==> config.mk <==
export PLATFORM = sky130hd
export DESIGN_NAME = pme_front
export DESIGN_NICKNAME = d
export VERILOG_FILES = /design/src/hw/rtl/pme_pkg.sv /design/src/hw/rtl/pme_front.sv
export SDC_FILE = /design/constraint.sdc
export NUM_CORES = 2
export LEC_CHECK = 0
export BUFFER_PORTS_ARGS = -buffer_cell sky130_fd_sc_hd__buf_2
export CORE_ASPECT_RATIO = 1.5
export CORE_MARGIN = 8
export CORE_UTILIZATION = 31
export CTS_CLUSTER_DIAMETER = 200
export DETAILED_ROUTE_END_ITERATION = 6
export HOLD_SLACK_MARGIN = 0.06
export SETUP_SLACK_MARGIN = 0.2
export SYNTH_ARGS = -nofsm -noshare
export SYNTH_HDL_FRONTEND = slang
export SYNTH_SLANG_ARGS = --single-unit
export TNS_END_PERCENT = 50
==> constraint.sdc <==
create_clock -name clk -period 12 [get_ports clk]
set_input_delay 2.4 -clock clk [delete_from_list [all_inputs] [get_ports clk]]
set_output_delay 2.4 -clock clk [all_outputs]
set_load 0.02 [all_outputs]
==> src/hw/rtl/pme_pkg.sv <==
// Shared types and constants of the polygon metrics engine.
// Used by every module of the block. It depends on nothing else.
package pme_pkg;

    localparam int MAX_VERTICES = 256;
    localparam int ADDR_W  = $clog2(MAX_VERTICES);
    localparam int COUNT_W = $clog2(MAX_VERTICES + 1);
    localparam int SUM_W   = 16 + ADDR_W + 1;
    localparam int AREA_W  = 41;
    localparam int CROSS_W = 33;
    localparam int QDEPTH  = 2;
    localparam int QPTR_W  = $clog2(QDEPTH);

    localparam logic [1:0] ST_OK   = 2'd0;
    localparam logic [1:0] ST_FEW  = 2'd1;
    localparam logic [1:0] ST_DROP = 2'd2;

    typedef struct packed {
        logic               we;
        logic [ADDR_W-1:0]  addr;
        logic [31:0]        data;
    } store_wr_t;

    typedef struct packed {
        logic [COUNT_W-1:0]       count;
        logic                     overflow;
        logic signed [AREA_W-1:0] area;
        logic signed [SUM_W-1:0]  sum_x;
        logic signed [SUM_W-1:0]  sum_y;
        logic signed [15:0]       min_x;
        logic signed [15:0]       min_y;
        logic signed [15:0]       max_x;
        logic signed [15:0]       max_y;
    } job_t;

endpackage

==> src/hw/rtl/pme_front.sv <==
// Front part: accepts vertex beats, writes the vertex store and keeps the
// running shoelace sum, coordinate sums and box. Depends on pme_pkg.
module pme_front (
    input  logic                    clk,
    input  logic                    rst_n,
    input  logic                    in_valid,
    output logic                    in_stall,
    input  logic signed [15:0]      vertex_x,
    input  logic signed [15:0]      vertex_y,
    input  logic                    last,
    input  logic                    store_busy,
    input  logic                    q_full,
    output logic                    q_push,
    output pme_pkg::job_t           q_job,
    output pme_pkg::store_wr_t      store_wr
);

    localparam logic [1:0] S_ACC  = 2'd0;
    localparam logic [1:0] S_FIN1 = 2'd1;
    localparam logic [1:0] S_FIN2 = 2'd2;
    localparam logic [1:0] S_PUSH = 2'd3;

    logic [1:0] state_reg, state_next;
    logic [pme_pkg::COUNT_W-1:0] count_reg, count_next;
    logic [31:0] first_reg, first_next, prev_reg, prev_next;
    logic signed [pme_pkg::AREA_W-1:0] area_reg, area_next;
    logic signed [pme_pkg::CROSS_W-1:0] cross_reg, cross_next;
    logic cross_v_reg, cross_v_next;
    logic signed [pme_pkg::SUM_W-1:0] sumx_reg, sumx_next, sumy_reg, sumy_next;
    logic signed [15:0] minx_reg, minx_next, miny_reg, miny_next;
    logic signed [15:0] maxx_reg, maxx_next, maxy_reg, maxy_next;
    logic ovf_reg, ovf_next;

    logic accept;
    logic signed [15:0] ax, ay, bx, by;
    logic signed [31:0] prod1, prod2;

    assign in_stall = (state_reg != S_ACC) || store_busy;
    assign accept   = in_valid && !in_stall;

    always_comb
    begin
        // The cross operands are the previous vertex and either the new beat
        // or, when closing the polygon, the first vertex.
        ax = prev_reg[15:0];
        ay = prev_reg[31:16];
        if (state_reg == S_FIN1)
        begin
            bx = first_reg[15:0];
            by = first_reg[31:16];
        end
        else
        begin
            bx = vertex_x;
            by = vertex_y;
        end
        prod1 = ax * by;
        prod2 = ay * bx;
    end

    always_comb
    begin
        state_next   = state_reg;
        count_next   = count_reg;
        first_next   = first_reg;
        prev_next    = prev_reg;
        cross_next   = cross_reg;
        cross_v_next = 1'b0;
        sumx_next    = sumx_reg;
        sumy_next    = sumy_reg;
        minx_next    = minx_reg;
        miny_next    = miny_reg;
        maxx_next    = maxx_reg;
        maxy_next    = maxy_reg;
        ovf_next     = ovf_reg;
        q_push       = 1'b0;
        store_wr.we   = 1'b0;
        store_wr.addr = count_reg[pme_pkg::ADDR_W-1:0];
        store_wr.data = {vertex_y, vertex_x};
        area_next = area_reg;
        if (cross_v_reg)
        begin
            area_next = area_reg + pme_pkg::AREA_W'(cross_reg);
        end

        unique case (state_reg)
            S_ACC:
            begin
                if (accept)
                begin
                    if (count_reg < pme_pkg::COUNT_W'(pme_pkg::MAX_VERTICES))
                    begin
                        store_wr.we = 1'b1;
                        if (count_reg == '0)
                        begin
                            first_next = {vertex_y, vertex_x};
                            minx_next = vertex_x;
                            maxx_next = vertex_x;
                            miny_next = vertex_y;
                            maxy_next = vertex_y;
                        end
                        else
                        begin
                            cross_next = pme_pkg::CROSS_W'(prod1) -
                                         pme_pkg::CROSS_W'(prod2);
                            cross_v_next = 1'b1;
                            if (vertex_x < minx_reg) minx_next = vertex_x;
                            if (vertex_x > maxx_reg) maxx_next = vertex_x;
                            if (vertex_y < miny_reg) miny_next = vertex_y;
                            if (vertex_y > maxy_reg) maxy_next = vertex_y;
                        end
                        sumx_next  = sumx_reg + pme_pkg::SUM_W'(vertex_x);
                        sumy_next  = sumy_reg + pme_pkg::SUM_W'(vertex_y);
                        prev_next  = {vertex_y, vertex_x};
                        count_next = count_reg + 1'b1;
                    end
                    else
                    begin
                        ovf_next = 1'b1;
                    end
                    if (last)
                    begin
                        state_next = S_FIN1;
                    end
                end
            end
            S_FIN1:
            begin
                cross_next   = pme_pkg::CROSS_W'(prod1) - pme_pkg::CROSS_W'(prod2);
                cross_v_next = 1'b1;
                state_next   = S_FIN2;
            end
            S_FIN2:
            begin
                state_next = S_PUSH;
            end
            S_PUSH:
            begin
                if (!q_full)
                begin
                    q_push     = 1'b1;
                    state_next = S_ACC;
                    count_next = '0;
                    first_next = '0;
                    prev_next  = '0;
                    area_next  = '0;
                    sumx_next  = '0;
                    sumy_next  = '0;
                    minx_next  = '0;
                    miny_next  = '0;
                    maxx_next  = '0;
                    maxy_next  = '0;
                    ovf_next   = 1'b0;
                end
            end
            default:
            begin
                state_next = S_ACC;
            end
        endcase
    end

    always_comb
    begin
        q_job.count    = count_reg;
        q_job.overflow = ovf_reg;
        q_job.area     = area_reg;
        q_job.sum_x    = sumx_reg;
        q_job.sum_y    = sumy_reg;
        q_job.min_x    = minx_reg;
        q_job.min_y    = miny_reg;
        q_job.max_x    = maxx_reg;
        q_job.max_y    = maxy_reg;
    end

    always_ff @(posedge clk or negedge rst_n)
    begin
        if (!rst_n)
        begin
            state_reg   <= S_ACC;
            count_reg   <= '0;
            first_reg   <= '0;
            prev_reg    <= '0;
            area_reg    <= '0;
            cross_v_reg <= 1'b0;
            sumx_reg    <= '0;
            sumy_reg    <= '0;
            minx_reg    <= '0;
            miny_reg    <= '0;
            maxx_reg    <= '0;
            maxy_reg    <= '0;
            ovf_reg     <= 1'b0;
        end
        else
        begin
            state_reg   <= state_next;
            count_reg   <= count_next;
            first_reg   <= first_next;
            prev_reg    <= prev_next;
            area_reg    <= area_next;
            cross_v_reg <= cross_v_next;
            sumx_reg    <= sumx_next;
            sumy_reg    <= sumy_next;
            minx_reg    <= minx_next;
            miny_reg    <= miny_next;
            maxx_reg    <= maxx_next;
            maxy_reg    <= maxy_next;
            ovf_reg     <= ovf_next;
        end
    end

    always_ff @(posedge clk)
    begin
        cross_reg <= cross_next;
    end

endmodule

[After elaboration in Yosys (flattened, before gate mapping)]
Cells that the tools add are included.
W data, S select, Z words.
Cells by class
  multiply operators: 2
  shift operators: 0
  add/sub/neg operators: 5
  reductions and logical operators: 17
  order comparisons: 5
  divide/modulo/power cells: 0
  bitwise operators: 0
  multiplexer cells: 66
  equal/unequal tests: 14
Operators with widths (number)
  $mux W16: 19
  $mux W32: 6
  $pmux W16 S2: 4
  $pmux W32 S2: 2
  $mux W25: 5
  $mux W41: 3
  $pmux W25 S2: 2
  $mux W33: 3
  $pmux W33 S2: 1
  $mul A16 B16 Y32: 2
  $add A25 B16 Y25: 2
  $add A41 B33 Y41: 1
  $sub A32 B32 Y33: 1
  $gt A16 B16 Y1: 2
  $lt A16 B16 Y1: 2
  $mux W9: 3
  $reduce_and A5 Y1: 5
  $pmux W9 S2: 1
  $ne A2 B2 Y1 const B: 7
  $ne A3 B3 Y1 const B: 4
  $reduce_and A4 Y1: 3
  $mux W1: 11
  $add A9 B1 Y9 const B: 1
  $logic_not A9 Y1: 1
  12 further kinds: 18
Storage, ports and cells
  memory bits (writable): 0
  logic and storage cells: 123
  bits in latches: 0
  output and inout bits: 208
  ROM bits: 0
  register bits: 265
  memories: 0
  input bits: 38

[Logic depth before layout (Yosys ltp)]
  word-level depth: 8
  mapped depth: 36

[Worst setup path after synthesis]
No wires, ideal clock.
  kind: input -> register
  start point: in vertex_x[0]
  end point: reg cross_reg[31] (netlist bit), data pin
  slack: 2476 ps
  required time: 11742 ps
  library setup time: 258 ps
  path buffers: 0
  arrival time: 9267 ps
  stages on the path: 27
  cell sequence: inv_1 -> o21ai_1 -> nand2_1 -> inv_1 -> fa_1 -> inv_1 -> fa_1 -> inv_1 -> fa_1 -> fa_1 -> inv_1 -> fa_1 -> fa_1 -> fa_1 -> inv_1 -> fa_1 -> inv_1 -> ha_1 -> a21o_1 -> a21o_1 -> a21oi_1 -> o21ai_0 -> o211ai_1 -> a31oi_1 -> a211o_1 -> a21oi_1 -> xnor2_1
On the way
  longest elaborated chain between the ends: 7
RTL lines
  start: declaration: RTL line pme_front.sv:8  | input logic signed [15:0] vertex_x,
  $mux W16 (*): RTL line pme_front.sv:47  | if (state_reg == S_FIN1)
  $mul A16 B16 Y32 (*): RTL line pme_front.sv:58  | prod2 = ay * bx;
  $sub A32 B32 Y33 (*): RTL line pme_front.sv:104, pme_front.sv:129
  $mux W33: RTL line pme_front.sv:94  | if (count_reg == '0)
  $mux W33: RTL line pme_front.sv:91  | if (count_reg < pme_pkg::COUNT_W'(pme_pkg::MAX_VERTICES))
  $mux W33: RTL line pme_front.sv:89  | if (accept)
  $pmux W33 S2 (*): RTL line pme_front.sv:86  | unique case (state_reg)
  net cross_next, one bit: RTL line pme_front.sv:27  | logic signed [pme_pkg::CROSS_W-1:0] cross_reg, cross_next;
  end signal: assignment: RTL line pme_front.sv:214  | cross_reg <= cross_next;
  end: declaration: RTL line pme_front.sv:27
The timed path passes the listed nets; every way through them passes the cells marked *. The select of a mux whose other input is x is not followed.
A chain may end at the register's enable or synchronous reset.

[Worst setup path after layout]
Same ends and word-level chain as after synthesis.

==> impl_metrics.env <==
export IMPL_status="completed"
export IMPL_post_cts_resized=0
export IMPL_slew_violations=0
export IMPL_fin_skew_ns=0.03912
export IMPL_regToRegSetupSlack_ns=2.79
export IMPL_drt_wl_total_um=100400
export IMPL_worstHoldPathCells=2
export IMPL_drt_pass1_iter_count=5
export IMPL_die_h_um=437.8
export IMPL_rr_endpoint="cross_reg[32]"
export IMPL_rr_startpoint="state_reg[1]"
export IMPL_cts_reportedPaths_clkPinSlew_ns=0.06
export IMPL_wire_per_inst_um=18.03
export IMPL_antenna_cells=0
export IMPL_critPathArrivalTime_ns=10.27
export IMPL_postRouteAntennaNets=0
export IMPL_crit_required_ns=12.29
export IMPL_synth_largest_area_cell="fa_1"
export IMPL_rsz0062_at_grt="false"
export IMPL_grt_pass1_vias=29360
export IMPL_clock_sinks=265
export IMPL_syn_to_final_growth_pct=10.66
export IMPL_seq_area_frac_synth_pct=18.48
export IMPL_syn_instance_count=3813
export IMPL_synth_warnings=0
export IMPL_synth_compound_area_share_pct=8.426
export IMPL_grt_util_all_layers_pct=15.33
export IMPL_finalCoreUtilization_pct=34.39
export IMPL_synth_top_area_share_pct=32.23
export IMPL_hp_start="first_reg[30]"
export IMPL_hold_viol=0
export IMPL_maxCapViolations=0
export IMPL_grt_max_degree=116
export IMPL_ys_flop_type="dfrtp_1"
export IMPL_cts_tree="built"
export IMPL_yosys_register_bits=265
export IMPL_dp_slack_ns=1.478
export IMPL_via_count=26330
export IMPL_final_layout_size_suffix_gt1_share_pct=10.14
export IMPL_min_delay_worst_endpoint="first_reg[30]"
export IMPL_final_cell_mix="724 x inv_1, 592 x fa_1, 395 x nand2_1, 315 x ha_1, 244 x buf_2"
export IMPL_grt_ovfl_total=0
export IMPL_synth_fa_ha_area_share_pct=43.02
export IMPL_h_tree_depth=2
export IMPL_setup_viol_count_final=0
export IMPL_reg2regPathDepth=29
export IMPL_clock_path_buffers=3
export IMPL_slew_headroom_pct=35.00
export IMPL_crit_buf_inv=9
export IMPL_drtIter0Drc=938
export IMPL_synth_edff_count=33
export IMPL_postCtsSetupBuffers=0
export IMPL_synthMuxAreaShare_pct=4.118
export IMPL_syn_num_nets=4760
export IMPL_hp_class="flip-flop to flip-flop"
export IMPL_min_period_ns=9.974
export IMPL_synth_distinct_cells=74
export IMPL_crit_type="primary input to flip-flop"
export IMPL_nets=4917
export IMPL_max_slew_worst_pin_slew_ns=0.9750
export IMPL_critPathMaxStageDelay_ns=0.58
export IMPL_critPathSlowestCell="inv_1"
export IMPL_setup_ws_ns=2.026
export IMPL_yosys_area_share_simple_pct=13.47
export IMPL_largest_register_ffs=41
export IMPL_coreArea_mm2=0.1183
export IMPL_cts_root_buf="clkbuf_16"
export IMPL_syn_avg_cell_area_um2=9.643
export IMPL_timing_setup_tns_ns=0
export IMPL_grt_pass1_wl_um=161100
export IMPL_layout_commonest_cell="inv_1"
export IMPL_cts_made_buffers=35
export IMPL_synth_xor_area_share_pct=3.001
export IMPL_drc=0
export IMPL_die_width_um=297.2
export IMPL_antenna_found_initial=0
export IMPL_worst_path_max_fanout=16
export IMPL_io_buffer_count=245
export IMPL_finalWeightedCongestion=0.8577
export IMPL_fin_crit_sh_pct=83.12
export IMPL_worstSetupStartpointType="primary input"
export IMPL_worst_hold_slack_ns=0.4746
export IMPL_syn_area_mm2=0.03677
export IMPL_async_flop_share_pct=87.55
export IMPL_cp_top_family="adder cells"
export IMPL_cts_hold_buf=0
export IMPL_vias_per_cell=4.731
export IMPL_crit_top_cell="fa_1"
export IMPL_start_util_pct=31.08
export IMPL_io_pins=246
export IMPL_max_freq_mhz=100.3
export IMPL_synth_top_family_by_area="adder cells"
export IMPL_clk_latency_ns=0.58
export IMPL_nFillCells=12090
export IMPL_worstSetupEndpointType="flip-flop"
export IMPL_place_hpwl_um=84290
export IMPL_yosys_top_cells_area="fa_1 32%, dfrtp_1 16%, ha_1 11%"
export IMPL_rows=155
export IMPL_die_area_mm2=0.1301
## final cells by class
class,count,area [um2],area share (%)
inverters,727,2729,6.707
clock buffers,44,929.6,2.285
repair buffers,280,1511,3.715
well taps,1570,1964,4.828
clock inverters,19,237.7,0.5843
flip-flops and latches,265,6798,16.71
multi-input cells,2661,26520,65.17
## through the flow
stage / instances / area, um2
2_1_floorplan: 3813 / 36770
3_3_place_gp: 5503 / 39520
3_5_place_dp: 5503 / 39520
4_1_cts: 5566 / 40690
5_1_grt: 5566 / 40690
6_report: 5566 / 40690
## cells in the mapped netlist (all sizes together) (23+ instances only)
master    n
and2    173
inv     726
buf      52
nand2   396
xnor2    75
a21o     86
nor3     23
dfrtp   232
a21oi   117
mux2     74
ha      317
nand2b   47
edfxtp   33
nand3    28
fa      592
xor2     51
mux2i    68
o21ai   151
nor2b   136
clkbuf  108
nor2    111
## cell families after synthesis
group                      Yosys count
AOI/OAI and AO/OA                  488
and+or+nand+nor                    996
xor gates and xnor gates           126
DFF                                265
adders and majority gates          909
buffers and inverters              887
muxes                              142
## worst register-to-register path: cells and delay by family (launching register included)
kind                       cells  cell delay, ns
muxes                          1            0.46
adders and majority gates     10            5.26
AOI/OAI and AO/OA              5            0.90
buffers and inverters          9            1.25
xor gates and xnor gates       1            0.12
and+or+nand+nor                3            0.50
DFF                            1            0.41
## worst max path at each step
stage	start	endpoint	slack [ns]	depth (start not counted)
after floorplan	vertex_x[0]	cross_reg[31]	2.48	27
after global placement	vertex_x[0]	cross_reg[31]	1.54	27
after detailed placement	vertex_x[0]	cross_reg[31]	1.48	27
after CTS	vertex_x[0]	cross_reg[31]	2.02	27
after global routing	vertex_x[0]	cross_reg[32]	1.61	28
final	vertex_x[0]	cross_reg[31]	2.03	27
## routing by layer
layer | wire length, um | global-route usage [%]
met3 | 3741 | 2.189
met1 | 40170 | 17.44
met4 | 3924 | 5.690
met5 | 0 | 0
met2 | 52530 | 28.85
Power is left out: the tool's default activity adds up to more than one toggle a clock period on the data nets, which glitch-free logic cannot reach.
