### config.mk
export PLATFORM = sky130hd
export DESIGN_NAME = pme_queue
export DESIGN_NICKNAME = d
export VERILOG_FILES = /design/src/hw/rtl/pme_pkg.sv /design/src/hw/rtl/pme_queue.sv
export SDC_FILE = /design/constraint.sdc
export NUM_CORES = 1
export LEC_CHECK = 0
export BUFFER_PORTS_ARGS = -buffer_cell sky130_fd_sc_hd__buf_2
export CAP_MARGIN = 10
export CELL_PAD_IN_SITES_DETAIL_PLACEMENT = 0
export CELL_PAD_IN_SITES_GLOBAL_PLACEMENT = 2
export CORE_ASPECT_RATIO = 0.5
export CORE_UTILIZATION = 43
export CTS_BUF_LIST = sky130_fd_sc_hd__clkbuf_4 sky130_fd_sc_hd__clkbuf_8
export DETAILED_ROUTE_END_ITERATION = 10
export HOLD_SLACK_MARGIN = 0.08
export PLACE_DENSITY_LB_ADDON = 0.1
export SETUP_SLACK_MARGIN = 0.2
export SLEW_MARGIN = 20
export SYNTH_ARGS = -nofsm -noshare
export SYNTH_HDL_FRONTEND = slang
export SYNTH_SLANG_ARGS = --single-unit
### constraint.sdc
create_clock -name clk -period 24.6 [get_ports clk]
set_input_delay 3.69 -clock clk [delete_from_list [all_inputs] [get_ports clk]]
set_output_delay 3.69 -clock clk [all_outputs]
set_load 0.02 [all_outputs]
### src/hw/rtl/pme_pkg.sv
// Shared types and constants of the polygon metrics engine.
// Used by every module of the block. It depends on nothing else.
package pme_pkg;

    localparam int MAX_VERTICES = 256;
    localparam int ADDR_W  = $clog2(MAX_VERTICES);
    localparam int COUNT_W = $clog2(MAX_VERTICES + 1);
    localparam int SUM_W   = 16 + ADDR_W + 1;
    localparam int AREA_W  = 41;
    localparam int CROSS_W = 33;
    localparam int QDEPTH  = 2;
    localparam int QPTR_W  = $clog2(QDEPTH);

    localparam logic [1:0] ST_OK   = 2'd0;
    localparam logic [1:0] ST_FEW  = 2'd1;
    localparam logic [1:0] ST_DROP = 2'd2;

    typedef struct packed {
        logic               we;
        logic [ADDR_W-1:0]  addr;
        logic [31:0]        data;
    } store_wr_t;

    typedef struct packed {
        logic [COUNT_W-1:0]       count;
        logic                     overflow;
        logic signed [AREA_W-1:0] area;
        logic signed [SUM_W-1:0]  sum_x;
        logic signed [SUM_W-1:0]  sum_y;
        logic signed [15:0]       min_x;
        logic signed [15:0]       min_y;
        logic signed [15:0]       max_x;
        logic signed [15:0]       max_y;
    } job_t;

endpackage

### src/hw/rtl/pme_queue.sv
// Short job queue between the front and back parts.
// Holds finished polygon summaries. Depends on pme_pkg.
module pme_queue (
    input  logic          clk,
    input  logic          rst_n,
    input  logic          push,
    input  pme_pkg::job_t push_job,
    input  logic          pop,
    output pme_pkg::job_t pop_job,
    output logic          full,
    output logic          empty
);

    pme_pkg::job_t slot_reg [pme_pkg::QDEPTH];
    logic [pme_pkg::QPTR_W-1:0] wp_reg, rp_reg;
    logic [pme_pkg::QPTR_W:0]   cnt_reg;

    assign full    = (cnt_reg == (pme_pkg::QPTR_W + 1)'(pme_pkg::QDEPTH));
    assign empty   = (cnt_reg == '0);
    assign pop_job = slot_reg[rp_reg];

    always_ff @(posedge clk or negedge rst_n)
    begin
        if (!rst_n)
        begin
            wp_reg  <= '0;
            rp_reg  <= '0;
            cnt_reg <= '0;
        end
        else
        begin
            if (push && !full)
            begin
                wp_reg <= (wp_reg == pme_pkg::QPTR_W'(pme_pkg::QDEPTH - 1)) ? '0 : wp_reg + 1'b1;
            end
            if (pop && !empty)
            begin
                rp_reg <= (rp_reg == pme_pkg::QPTR_W'(pme_pkg::QDEPTH - 1)) ? '0 : rp_reg + 1'b1;
            end
            cnt_reg <= cnt_reg + (pme_pkg::QPTR_W + 1)'(push && !full)
                               - (pme_pkg::QPTR_W + 1)'(pop && !empty);
        end
    end

    always_ff @(posedge clk)
    begin
        if (push && !full)
        begin
            slot_reg[wp_reg] <= push_job;
        end
    end

endmodule

After elaboration in Yosys (flattened, before gate mapping)

Memory sizes are Yosys's and may differ from the RTL's.
Cells that the tools add are included.
Widths: inputs -> output; s select.

$add $sub $neg: 4
Equality and inequality tests: 1
Mux-type cells: 4
Reductions and logical operators: 5

Operator list:

| kind                | count |
|---|---|
| $mux 1              | 4 |
| $add 1x1->1 const B | 2 |
| $add 2x1->2         | 1 |
| $eq 2x2->1 const B  | 1 |
| $logic_and 1x1->1   | 2 |
| $logic_not 1->1     | 2 |
| $logic_not 2->1     | 1 |
| $sub 2x1->2         | 1 |

Register bits: 4
Bits in writable memories: 330
Input bits: 169
Output and inout port bits: 167
Logic and storage cells: 18
Memories kept: 1

Memory list:

| memory   | depth | width | read ports | clocked after Yosys merged registers in | write ports | RTL line        | RTL |
|---|---|---|---|---|---|---|---|
| slot_reg | 2     | 165   | 1          | 0                                       | 1           | pme_queue.sv:14 | `pme_pkg::job_t slot_reg [pme_pkg::QDEPTH];` |

Logic depth before layout (Yosys ltp)

Gate-level depths: netlist of run 1.

Depth in word-level cells: 5
Mapped depth: 7
Depth with buffers taken out: 7

Worst setup path after synthesis of run 1

No wires, ideal clock.

Path kind: input-to-reg
Start point: in push
End point: mem slot_reg[0][0] (netlist name) (enable)
Library setup time: 0.692 ns
Arrival time: 10.630 ns
Data required time: 23.908 ns
Path slack: 13.278 ns
Cell stages on the path: 2
Buffers on the path: 0
Cell sequence: nand2_1 -> nor2_1

Word-level cells in the longest chain between the ends: 3

RTL lines:

| what                         | RTL line        | RTL |
|---|---|---|
| start: declaration           | pme_queue.sv:6  | `input logic push,` |
| $logic_and 1x1->1            | pme_queue.sv:47 | `if (push && !full)` |
| $mux 1                       | pme_queue.sv:47 |  |
| $mux 1 (implied by the code) | pme_queue.sv:49 | `slot_reg[wp_reg] <= push_job;` |
| end: declaration             | pme_queue.sv:14 |  |

Every way passes these cells.

==> summary.log, run 1 <==
[run_status] run status finished, final reports clean
[yosys] async set or reset register ratio after synthesis 1.198%
[job] number of maximum-capacitance constraint violations 0
[worst_setup_path] Startpoint Class flop
[drt] post-DR vias/cell 4.674
[yosys] warning count from the yosys run 0
[floorplanning] die height 120.9 um
[floorplanning] # IOs 336
[global_routing] maximum number of pins on one net before global-route repair 76
[yosys] average footprint of a synthesized cell 22.88 um2
[power_and_ir_drop] worst IR drop on VDD 0.00005269 V
[sta] number of endpoints with negative hold slack in the final report 0
[worst_setup_path] sort of element at the end of the critical path primary output
[clock_network] H-tree levels 2
[clock_network] total number of clock tree sinks 334
[yosys] Post-Synthesis Net Count 702
[cells_and_area] flip-flop count of the largest register after layout 330
[drt] first-pass iteration count of the detailed router 5
[yosys] area leader, netlist edfxtp_1
[yosys] flip-flop and latch count after synthesis 334
[floorplanning] number of rows created at floorplan 43
[clock_network] cts bufs inserted 48
[cells_and_area] end-of-flow core utilization 54.32%
[floorplanning] initial cell density of the core 43.84%
[drt] Final ANT Viol Nets 0
[global_routing] wire length of the first global-routing pass 36.32 mm
[clock_network] number of buffers inserted by post-CTS setup repair 0
[sta] RSZ-0062 raised after global routing false
[worst_setup_path] Critical Setup Path Class flop to primary output
[yosys] number of enable-type register cells in the synthesized netlist 330
[cells_and_area] layout cells sized above 1 62.17%
[worst_setup_path] capturing point of the worst reg2reg path slot_reg[0][52]
[cells_and_area] layout filler cell count 2293
[drt] routed length per instance 18.86 um
[worst_setup_path] cells on worst reg2reg path 5
[power_and_ir_drop] Leak Pwr 5.629 nW
[yosys] most numerous cell in the Yosys netlist edfxtp_1
[yosys] register area share after synthesis 82.40%
[sta] Slew @ Worst Pin 1.062 ns
[clock_network] hold buffer count at CTS 0
[sta] final worst path period need 6.698 ns
[worst_setup_path] r2r startpoint cnt_reg[1]
[floorplanning] die outline area 28970 um2
[yosys] Cell Area, Synth 12150 um2
[global_routing] antenna violations before repair 2
[floorplanning] core area 27710 um2
[placement] post-detailed-placement half-perimeter wirelength 16.09 mm
[sta] final setup TNS 0 ns
[global_routing] Overflow after GRT 0
[yosys] Synth cell types 15
[drt] detailed-route wire length 24.83 mm
[sta] top achievable clock speed 149.3 MHz
[worst_hold_path] Hold Crit Start cnt_reg[1]
[clock_network] clock insertion delay at the later pin of the skew report 0.57 ns
[yosys] Most used DFF post-synth edfxtp_1
[worst_setup_path] reg2reg setup slack 21.03 ns
[clock_network] Root Buffer clkbuf_8
[yosys] commonest cells in the synthesized netlist edfxtp_1, mux2_2, buf_6
[sta] Max transition margin 29.23%
[clock_network] Bufs on Longest Clock Path 3
[drt] total via count in the routed design 6151
[cells_and_area] area added between synthesis and finish 23.91%
[drt] DRC viols 0
[worst_hold_path] worst hold-check path type flop to flop
[floorplanning] die boundary width 239.7 um
[placement] Port Buf Inserts 335
[clock_network] clock tree from TritonCTS done
[sta] Slew Limit Fails 0
[drt] starting DRC count in detailed routing 229
[yosys] count of mapped cells out of synthesis 531
[sta] final setup violation count 0
[worst_hold_path] worst hold path endpoint cnt_reg[1]
[clock_network] CTS resizes 0
[yosys] largest cells by area after synthesis edfxtp_1, mux2_2, buf_6
[worst_setup_path] required time of the worst setup path 20.91 ns
[worst_hold_path] hold path depth 1
[global_routing] vias in the first global route 6317
[power_and_ir_drop] total power divided by cell area 122.0 nW/um2
[global_routing] all-layer global routing usage 17.03%
[placement] GPL Wtd Cong 0.7641
[worst_setup_path] maximum fanout count along the critical path 61
[worst_setup_path] data arrival at the endpoint of the critical path 3.01 ns
[clock_network] clock-pin slew on the worst setup and hold paths 0.06 ns
[yosys] share of the synthesized area in the top cell type 81.57%
[sta] final cycle utilization of the critical path 27.23%
[sta] final clock skew 0.03164 ns
[cells_and_area] nets 1075
worst max path at each step:
| stage | slack [ns] | startpoint | to | cells after the start |
|---|---|---|---|---|
| 4_1_cts | 17.79 | rp_reg | pop_job[37] | 3 |
| 6_report | 17.90 | rp_reg | pop_job[14] | 3 |
| 5_1_grt | 17.71 | rp_reg | pop_job[14] | 3 |
| 3_3_place_gp | 17.76 | push | slot_reg[0][40] | 5 |
| 3_5_place_dp | 17.77 | push | slot_reg[0][36] | 5 |
| 2_1_floorplan | 13.28 | push | slot_reg[0][0] | 2 |
cell type report:
cell class | instances | area (um2) | area share (%)
Clock buffer | 68 | 823.3 | 5.470
Timing Repair Buffer | 341 | 1722 | 11.44
Multi-Input combinational cell | 177 | 1961 | 13.03
Inverter | 2 | 7.507 | 0.04988
Antenna cell | 1 | 2.502 | 0.01663
Sequential cell | 334 | 10010 | 66.53
Tap cell | 382 | 478.0 | 3.175
Clock inverter | 11 | 45.04 | 0.2993
logic make-up after synthesis:
family	synth area share [%]
DFF	82.40
buffers and inverters	1.566
adders and majority gates	0.2060
xor gates and xnor gates	0.2884
muxes	15.30
and+or+nand+nor	0.2473
critical path, cell delays in order, from the launching register on:
cell and delay [ns]:
dfrtp_4 1.01, buf_4 0.77, mux2_2 0.43, buf_2 0.16
stage by stage:
step                total power [mW]  worst slack [ns]  instances  instance area [um2]  hold WS [ns]
floorplan                      1.284             13.28        531                12150        0.4608
global placement               1.446             17.76       1236                14180        0.4903
detailed placement             1.453             17.77       1236                14180        0.4879
CTS                            1.870             17.79       1315                15050        0.5042
global route                   1.933             17.71       1315                15050        0.5196
finish                         1.836             17.90       1316                15050        0.5033
cell usage in the layout (no fill, tap or decap):
| master | n |
|---|---|
| clkbuf_8 | 50 |
| nor2_1 | 1 |
| ha_1 | 2 |
| nand2b_1 | 1 |
| clkbuf_4 | 18 |
| dfrtp_1 | 3 |
| xnor2_1 | 3 |
| clkinv_2 | 3 |
| buf_4 | 6 |
| xor2_1 | 1 |
| clkinv_1 | 8 |
| dfrtp_4 | 1 |
| buf_2 | 335 |
| nand2_1 | 1 |
| nor2b_1 | 1 |
| nor2_4 | 1 |
| edfxtp_1 | 330 |
| and3_4 | 1 |
| inv_1 | 2 |
| mux2_2 | 165 |
| diode_2 | 1 |
report_power, final:
group / internal, mW / switching, mW / total [mW]
clock: 0.213 / 0.197 / 0.410
combinational: 0.229 / 0.372 / 0.601
sequential: 0.779 / 0.0456 / 0.825
metal layers:
metal | routed length, um | vias up | GRT usage [%]
li1 | - | 2867 | -
met1 | 9592 | 3099 | 19.61
met3 | 1634 | 31 | 5.846
met2 | 13220 | 152 | 29.98
met4 | 367 | 2 | 5.288
met5 | 8 | - | 0
Note: power is estimated with default switching activity, not from simulation.
==> inputs of run 2 (changes only) <==
- CORE_UTILIZATION: 43 -> 36
- clock period: 24.6 -> 6.1 ns (I/O delays scaled with it)
==> run 2 against run 1 <==
  * Critical path depth unchanged
  * Core utilization fell by 8.2 points
  * Final cell count up 5.4%
  * Global-route usage fell by 2.2 points
  * Largest power group unchanged
==> summary.log, run 2 (same netlist as run 1, synthesis figures left out) <==
[clock_network] Root Buffer clkbuf_8
[drt] post-DR vias/cell 4.443
[global_routing] Overflow after GRT 0
[drt] total via count in the routed design 6163
[sta] final setup violation count 0
[power_and_ir_drop] Leak Pwr 5.691 nW
[floorplanning] # IOs 336
[sta] RSZ-0062 raised after global routing false
[worst_setup_path] maximum fanout count along the critical path 53
[floorplanning] die height 131.9 um
[drt] routed length per instance 18.86 um
[worst_setup_path] sort of element at the end of the critical path primary output
[worst_setup_path] ordered cell list for the critical path buf_4, mux2_2, buf_2
[sta] Slew Limit Fails 0
[drt] first-pass iteration count of the detailed router 4
[placement] Placed Instances 1295
[cells_and_area] number of cells in the finished layout apart from fillers 1387
[sta] top achievable clock speed 280.0 MHz
[worst_setup_path] r2r startpoint cnt_reg[0]
[cells_and_area] most frequent cells in the layout buf_2, edfxtp_1, mux2_2
[cells_and_area] register area 10010 um2
[clock_network] clock-pin slew on the worst setup and hold paths 0.06 ns
[sta] Slew @ Worst Pin 0.8385 ns
[floorplanning] core area 33110 um2
[global_routing] antenna violations before repair 3
[clock_network] clock insertion delay at the later pin of the skew report 0.58 ns
[clock_network] clock tree from TritonCTS done
[sta] Final Hold Slack 0.1476 ns
[sta] number of endpoints with negative hold slack in the final report 0
[cells_and_area] layout cells sized above 1 62.18%
[drt] DRC viols 0
[placement] Port Buf Inserts 335
[clock_network] Bufs on Longest Clock Path 3
[clock_network] hold buffer count at CTS 0
[drt] Final ANT Viol Nets 0
[cells_and_area] end-of-flow core utilization 46.13%
[power_and_ir_drop] worst IR drop on VDD 0.0002318 V
[clock_network] cts bufs inserted 50
[worst_setup_path] reg2reg setup slack 3.63 ns
[floorplanning] number of rows created at floorplan 47
[sta] final clock skew 0.01867 ns
[cells_and_area] most common cell after layout, fill and taps aside buf_2
[power_and_ir_drop] overall power after layout 7.568 mW
[placement] post-detailed-placement half-perimeter wirelength 16.58 mm
[floorplanning] die boundary width 261.8 um
[worst_setup_path] Critical Setup Path Class flop to primary output
[sta] Max transition margin 43.97%
[clock_network] CTS resizes 0
[job] number of maximum-capacitance constraint violations 0
[clock_network] H-tree levels 2
[sta] final worst path period need 3.571 ns
[worst_setup_path] Startpoint Class flop
[run_status] run status finished, final reports clean
[power_and_ir_drop] total power divided by cell area 495.5 nW/um2
[sta] worst path setup slack after routing 2.529 ns
[placement] GPL Wtd Cong 0.7455
[global_routing] all-layer global routing usage 14.86%
[cells_and_area] flip-flop count of the largest register after layout 330
[sta] final cycle utilization of the critical path 58.54%
[floorplanning] initial cell density of the core 36.69%
[worst_setup_path] count of buffer and inverter cells on the critical path 2
[worst_setup_path] delay of the slowest cell on the worst path 0.77 ns
[worst_setup_path] CP max-delay cell dfrtp_4
[placement] worst slack after detailed placement 3.052 ns
[floorplanning] die outline area 34530 um2
[worst_setup_path] capturing point of the worst reg2reg path slot_reg[0][113]
[global_routing] maximum number of pins on one net before global-route repair 90
[cells_and_area] nets 1077
[worst_hold_path] worst hold-check path type primary input to asynchronous set/reset pin
[drt] detailed-route wire length 26.16 mm
[worst_setup_path] dominant delay contributor by cell family on the critical path buffers and inverters
[worst_setup_path] cells on worst reg2reg path 4
[cells_and_area] area added between synthesis and finish 25.73%
[worst_setup_path] required time of the worst setup path 5.18 ns
[cells_and_area] Multi-input gate area 1961 um2
[clock_network] total number of clock tree sinks 334
[drt] starting DRC count in detailed routing 313
[global_routing] wire length of the first global-routing pass 38.45 mm
[sta] final setup TNS 0 ns
[clock_network] number of buffers inserted by post-CTS setup repair 0
[cells_and_area] layout filler cell count 3008
[worst_setup_path] data arrival at the endpoint of the critical path 2.66 ns
[placement] post-place instance area 14290 um2
[cells_and_area] Layout Cell Area excl Fill 15270 um2
[global_routing] vias in the first global route 6482
==> run 2: changes by cell type in the layout (fill, tap and decap cells not counted) <==
cell	previous run	this run
buf_12	0	3
buf_4	6	3
clkbuf_4	18	19
clkbuf_8	50	56
clkinv_1	8	12
clkinv_2	3	2
clkinvlp_4	0	1
diode_2	1	2
==> run 2: per-layer routing <==
metal  wire (um)  track usage [%]  share of wire (%)  vias up
li1            -                -                  -     2878
met1       10010            16.66                 38     3097
met2       14350            27.32                 55      128
met3        1217            3.806                4.7       58
met4         564            4.877                2.2        2
met5          10                0              0.038        -
==> run 2: worst reg2reg max path: stages, from the launching register on <==
cell and delay (ns):
dfrtp_1 0.37, nand2b_1 0.16, nand2_1 0.14, nor2_4 0.66, buf_4 0.71
==> run 2: power by group <==
group	internal [mW]	leakage, nW	switching (mW)
registers	3.14	3.11	0.156
clock network	0.952	0.517	0.849
logic	0.939	2.06	1.53
total	5.03	5.69	2.54
==> run 2: layout make-up <==
class | instances | area share [%]
Sequential cell | 334 | 65.56
Multi-Input combinational cell | 177 | 12.84
Timing Repair Buffer | 341 | 11.52
Clock buffer | 75 | 5.980
Tap cell | 441 | 3.613
Clock inverter | 15 | 0.4096
Inverter | 2 | 0.04915
Antenna cell | 2 | 0.03277
==> run 2: worst max path at each step <==
stage / startpoint / to / slack, ns / cells after the start
2_1_floorplan: push / slot_reg[0][0] / 0.34 / 2
3_3_place_gp: rp_reg / pop_job[81] / 3.06 / 3
3_5_place_dp: rp_reg / pop_job[11] / 3.05 / 3
4_1_cts: rp_reg / pop_job[11] / 2.41 / 3
5_1_grt: rp_reg / pop_job[11] / 2.34 / 3
6_report: rp_reg / pop_job[11] / 2.53 / 3
==> inputs of run 3 (changes only) <==
- ABC_AREA: unset -> 1
- CORE_UTILIZATION: 36 -> 32
- clock period: 6.1 -> 2.9 ns (I/O delays scaled with it)
==> run 3 against run 2 <==
  * Final area grew 12%
  * Setup slack lost 2.1 ns
  * Area after synthesis grew 1.3%
  * Sequential share of layout area shrank 7.3 points
  * First-iteration DRC count shrank 17%
  * Via count grew 35%
  * Clock skew shrank 0.0060 ns
  * Synthesized cell count grew 69%
  * Count of clock-buffer cells in the layout shrank 6
  * Register-to-register slack lost 2.6 ns
==> summary.log, run 3 <==
[run_status] run status finished, final reports clean
[drt] first-pass iteration count of the detailed router 4
[global_routing] antenna violations before repair 1
[worst_setup_path] required time of the worst setup path 2.47 ns
[clock_network] cts bufs inserted 51
[worst_setup_path] count of buffer and inverter cells on the critical path 3
[global_routing] vias in the first global route 8523
[yosys] area leader, netlist edfxtp_1
[worst_hold_path] worst hold-check path type primary input to flop
[worst_setup_path] Critical Setup Path Class flop to primary output
[yosys] Cell Area, Synth 12310 um2
[cells_and_area] layout filler cell count 3562
[floorplanning] number of rows created at floorplan 50
[floorplanning] die height 140.7 um
[yosys] Most used DFF post-synth edfxtp_1
[global_routing] maximum number of pins on one net before global-route repair 167
[drt] routed length per instance 15.86 um
[sta] RSZ-0062 raised after global routing false
[worst_setup_path] ordered cell list for the critical path inv_8, buf_4, nand2_1, nand2_1, buf_2
[worst_setup_path] data arrival at the endpoint of the critical path 2.07 ns
[power_and_ir_drop] sequential fraction of design power 40.5%
[global_routing] all-layer global routing usage 15.28%
[drt] total via count in the routed design 8335
[yosys] most numerous cell in the Yosys netlist nand2_1
[floorplanning] die boundary width 279.4 um
[sta] top achievable clock speed 399.4 MHz
[yosys] commonest cells in the synthesized netlist nand2_1, edfxtp_1, buf_6
[worst_setup_path] sort of element at the end of the critical path primary output
[clock_network] clock insertion delay at the later pin of the skew report 0.58 ns
[floorplanning] initial cell density of the core 32.68%
[power_and_ir_drop] Comb pwr share 37.7%
[sta] final setup violation count 0
[yosys] async set or reset register ratio after synthesis 1.198%
[placement] Port Buf Inserts 335
[global_routing] wire length of the first global-routing pass 46.33 mm
[cells_and_area] area added between synthesis and finish 39.54%
[global_routing] Overflow after GRT 0
[job] number of maximum-capacitance constraint violations 0
[placement] GPL Wtd Cong 0.7110
[sta] final cycle utilization of the critical path 86.34%
[drt] detailed-route wire length 31.44 mm
[worst_setup_path] CP max-delay cell dfrtp_4
[yosys] flip-flop and latch count after synthesis 334
[power_and_ir_drop] total power divided by cell area 980.1 nW/um2
[yosys] register area share after synthesis 81.32%
[sta] worst path setup slack after routing 0.3962 ns
[yosys] share of the synthesized area in the top cell type 80.50%
[clock_network] clock-pin slew on the worst setup and hold paths 0.06 ns
[sta] Final Hold Slack 0.1818 ns
[cells_and_area] layout cells sized above 1 29.43%
[clock_network] H-tree levels 2
[drt] Final ANT Viol Nets 0
[yosys] number of enable-type register cells in the synthesized netlist 330
[sta] Slew Limit Fails 0
[sta] Slew @ Worst Pin 0.5336 ns
[floorplanning] core area 37660 um2
[power_and_ir_drop] net switching component of the power 6.557 mW
[sta] final worst path period need 2.504 ns
[power_and_ir_drop] Switching Fraction 38.95%
[cells_and_area] register area 10010 um2
[sta] number of endpoints with negative hold slack in the final report 0
[yosys] count of mapped cells out of synthesis 896
[worst_setup_path] cell seen most often among critical-path stages nand2_1
[sta] Max transition margin 64.35%
[power_and_ir_drop] Clock Power Share 21.8%
[placement] post-detailed-placement half-perimeter wirelength 18.58 mm
[clock_network] clock tree from TritonCTS done
[worst_setup_path] dominant delay contributor by cell family on the critical path buffers and inverters
[cells_and_area] flip-flop count of the largest register after layout 330
[floorplanning] # IOs 336
[clock_network] total number of clock tree sinks 334
[yosys] Post-Synthesis Net Count 1067
[sta] final setup TNS 0 ns
[power_and_ir_drop] Leak Pwr 7.337 nW
[drt] DRC viols 0
[yosys] largest cells by area after synthesis edfxtp_1, nand2_1, buf_6
[worst_setup_path] Startpoint Class flop
[sta] final clock skew 0.01264 ns
[placement] worst slack after detailed placement 0.8355 ns
[yosys] warning count from the yosys run 0
[clock_network] Bufs on Longest Clock Path 3
[clock_network] Root Buffer clkbuf_8
[power_and_ir_drop] P_int 10.28 mW
[cells_and_area] most frequent cells in the layout nand2_1, buf_2, edfxtp_1
[worst_setup_path] delay of the slowest cell on the worst path 0.55 ns
[drt] starting DRC count in detailed routing 260
[drt] post-DR vias/cell 4.205
[floorplanning] die outline area 39300 um2
[cells_and_area] Multi-input gate area 1968 um2
[cells_and_area] most common cell after layout, fill and taps aside nand2_1
[cells_and_area] nets 1598
[yosys] average footprint of a synthesized cell 13.74 um2
[yosys] Synth cell types 11
[power_and_ir_drop] worst IR drop on VDD 0.0005621 V
[worst_setup_path] maximum fanout count along the critical path 32
## run 3: layout make-up
| type | count | share of cell area, % |
|---|---|---|
| sequential | 334 | 58.30 |
| antenna | 1 | 0.01457 |
| clock inverter | 18 | 0.4298 |
| inverter | 11 | 0.3059 |
| clock buffer | 69 | 4.946 |
| timing repair buffer | 515 | 20.76 |
| tap | 520 | 3.788 |
| multi-input combinational | 514 | 11.46 |
## run 3: worst paths after layout
| check | from | to | slack (ns) | cells after the start |
|---|---|---|---|---|
| max in group asynchronous | rst_n | rp_reg | 2.52 | 2 |
| hold reg to reg | wp_reg | wp_reg | 0.48 | 2 |
| setup / recovery | rp_reg | pop_job[125] | 0.40 | 5 |
| min in group asynchronous | rst_n | wp_reg | 0.23 | 2 |
| hold / removal | push | wp_reg | 0.18 | 3 |
| setup reg to reg | cnt_reg[0] | slot_reg[0][34] | 1.01 | 5 |
## run 3: logic make-up (layout without fill, tap and decap cells)
family	Yosys count	count (layout)	share of synthesized area, %
AND/OR/NAND/NOR	512	512	15.64
flip-flops	334	334	81.32
other	0	1	0
adder cells (fa/ha/maj)	2	2	0.2033
buffers and inverters	48	613	2.836
## run 3: repair_timing
item	in CTS	in global routing
hold buffers	167	0
setup buffers	0	0
cloned	0	1
endpoints found under the hold margin	335	0
gates resized for setup	2	2
setup endpoints to repair	10	4
## run 3: per-stage QoR
stage               instances  utilization [%]  power (mW)  cell area (um2)
detailed placement       1726            38.59       13.15            14530
finish                   1982            45.61       16.83            17180
global placement         1726            38.59       13.11            14530
CTS                      1980            45.51       17.09            17140
global route             1982            45.61       17.86            17180
floorplan                 896                -       10.97            12330
## run 3: worst register-to-register path, delay by kind of cell, from the launching register on
family | cells | cell delay, ns
flip-flops | 1 | 0.39
AND/OR/NAND/NOR | 2 | 0.18
buffers and inverters | 3 | 0.92
## run 3: power groups by stage
stage | clock, mW | combinational (mW) | sequential [mW]
2_1_floorplan | 0 | 4.02 | 6.95
3_3_place_gp | 0 | 6.22 | 6.89
3_5_place_dp | 0 | 6.24 | 6.91
4_1_cts | 3.83 | 6.44 | 6.82
5_1_grt | 4.02 | 6.93 | 6.91
6_report | 3.67 | 6.34 | 6.82
## run 3: per-layer routing
metal	GRT usage, %	part of all wire, %	vias up
met5	0	0	-
met4	4.803	2.2	0
met3	3.165	3.5	61
met2	29.75	54	143
met1	16.53	40	4044
li1	-	-	4087
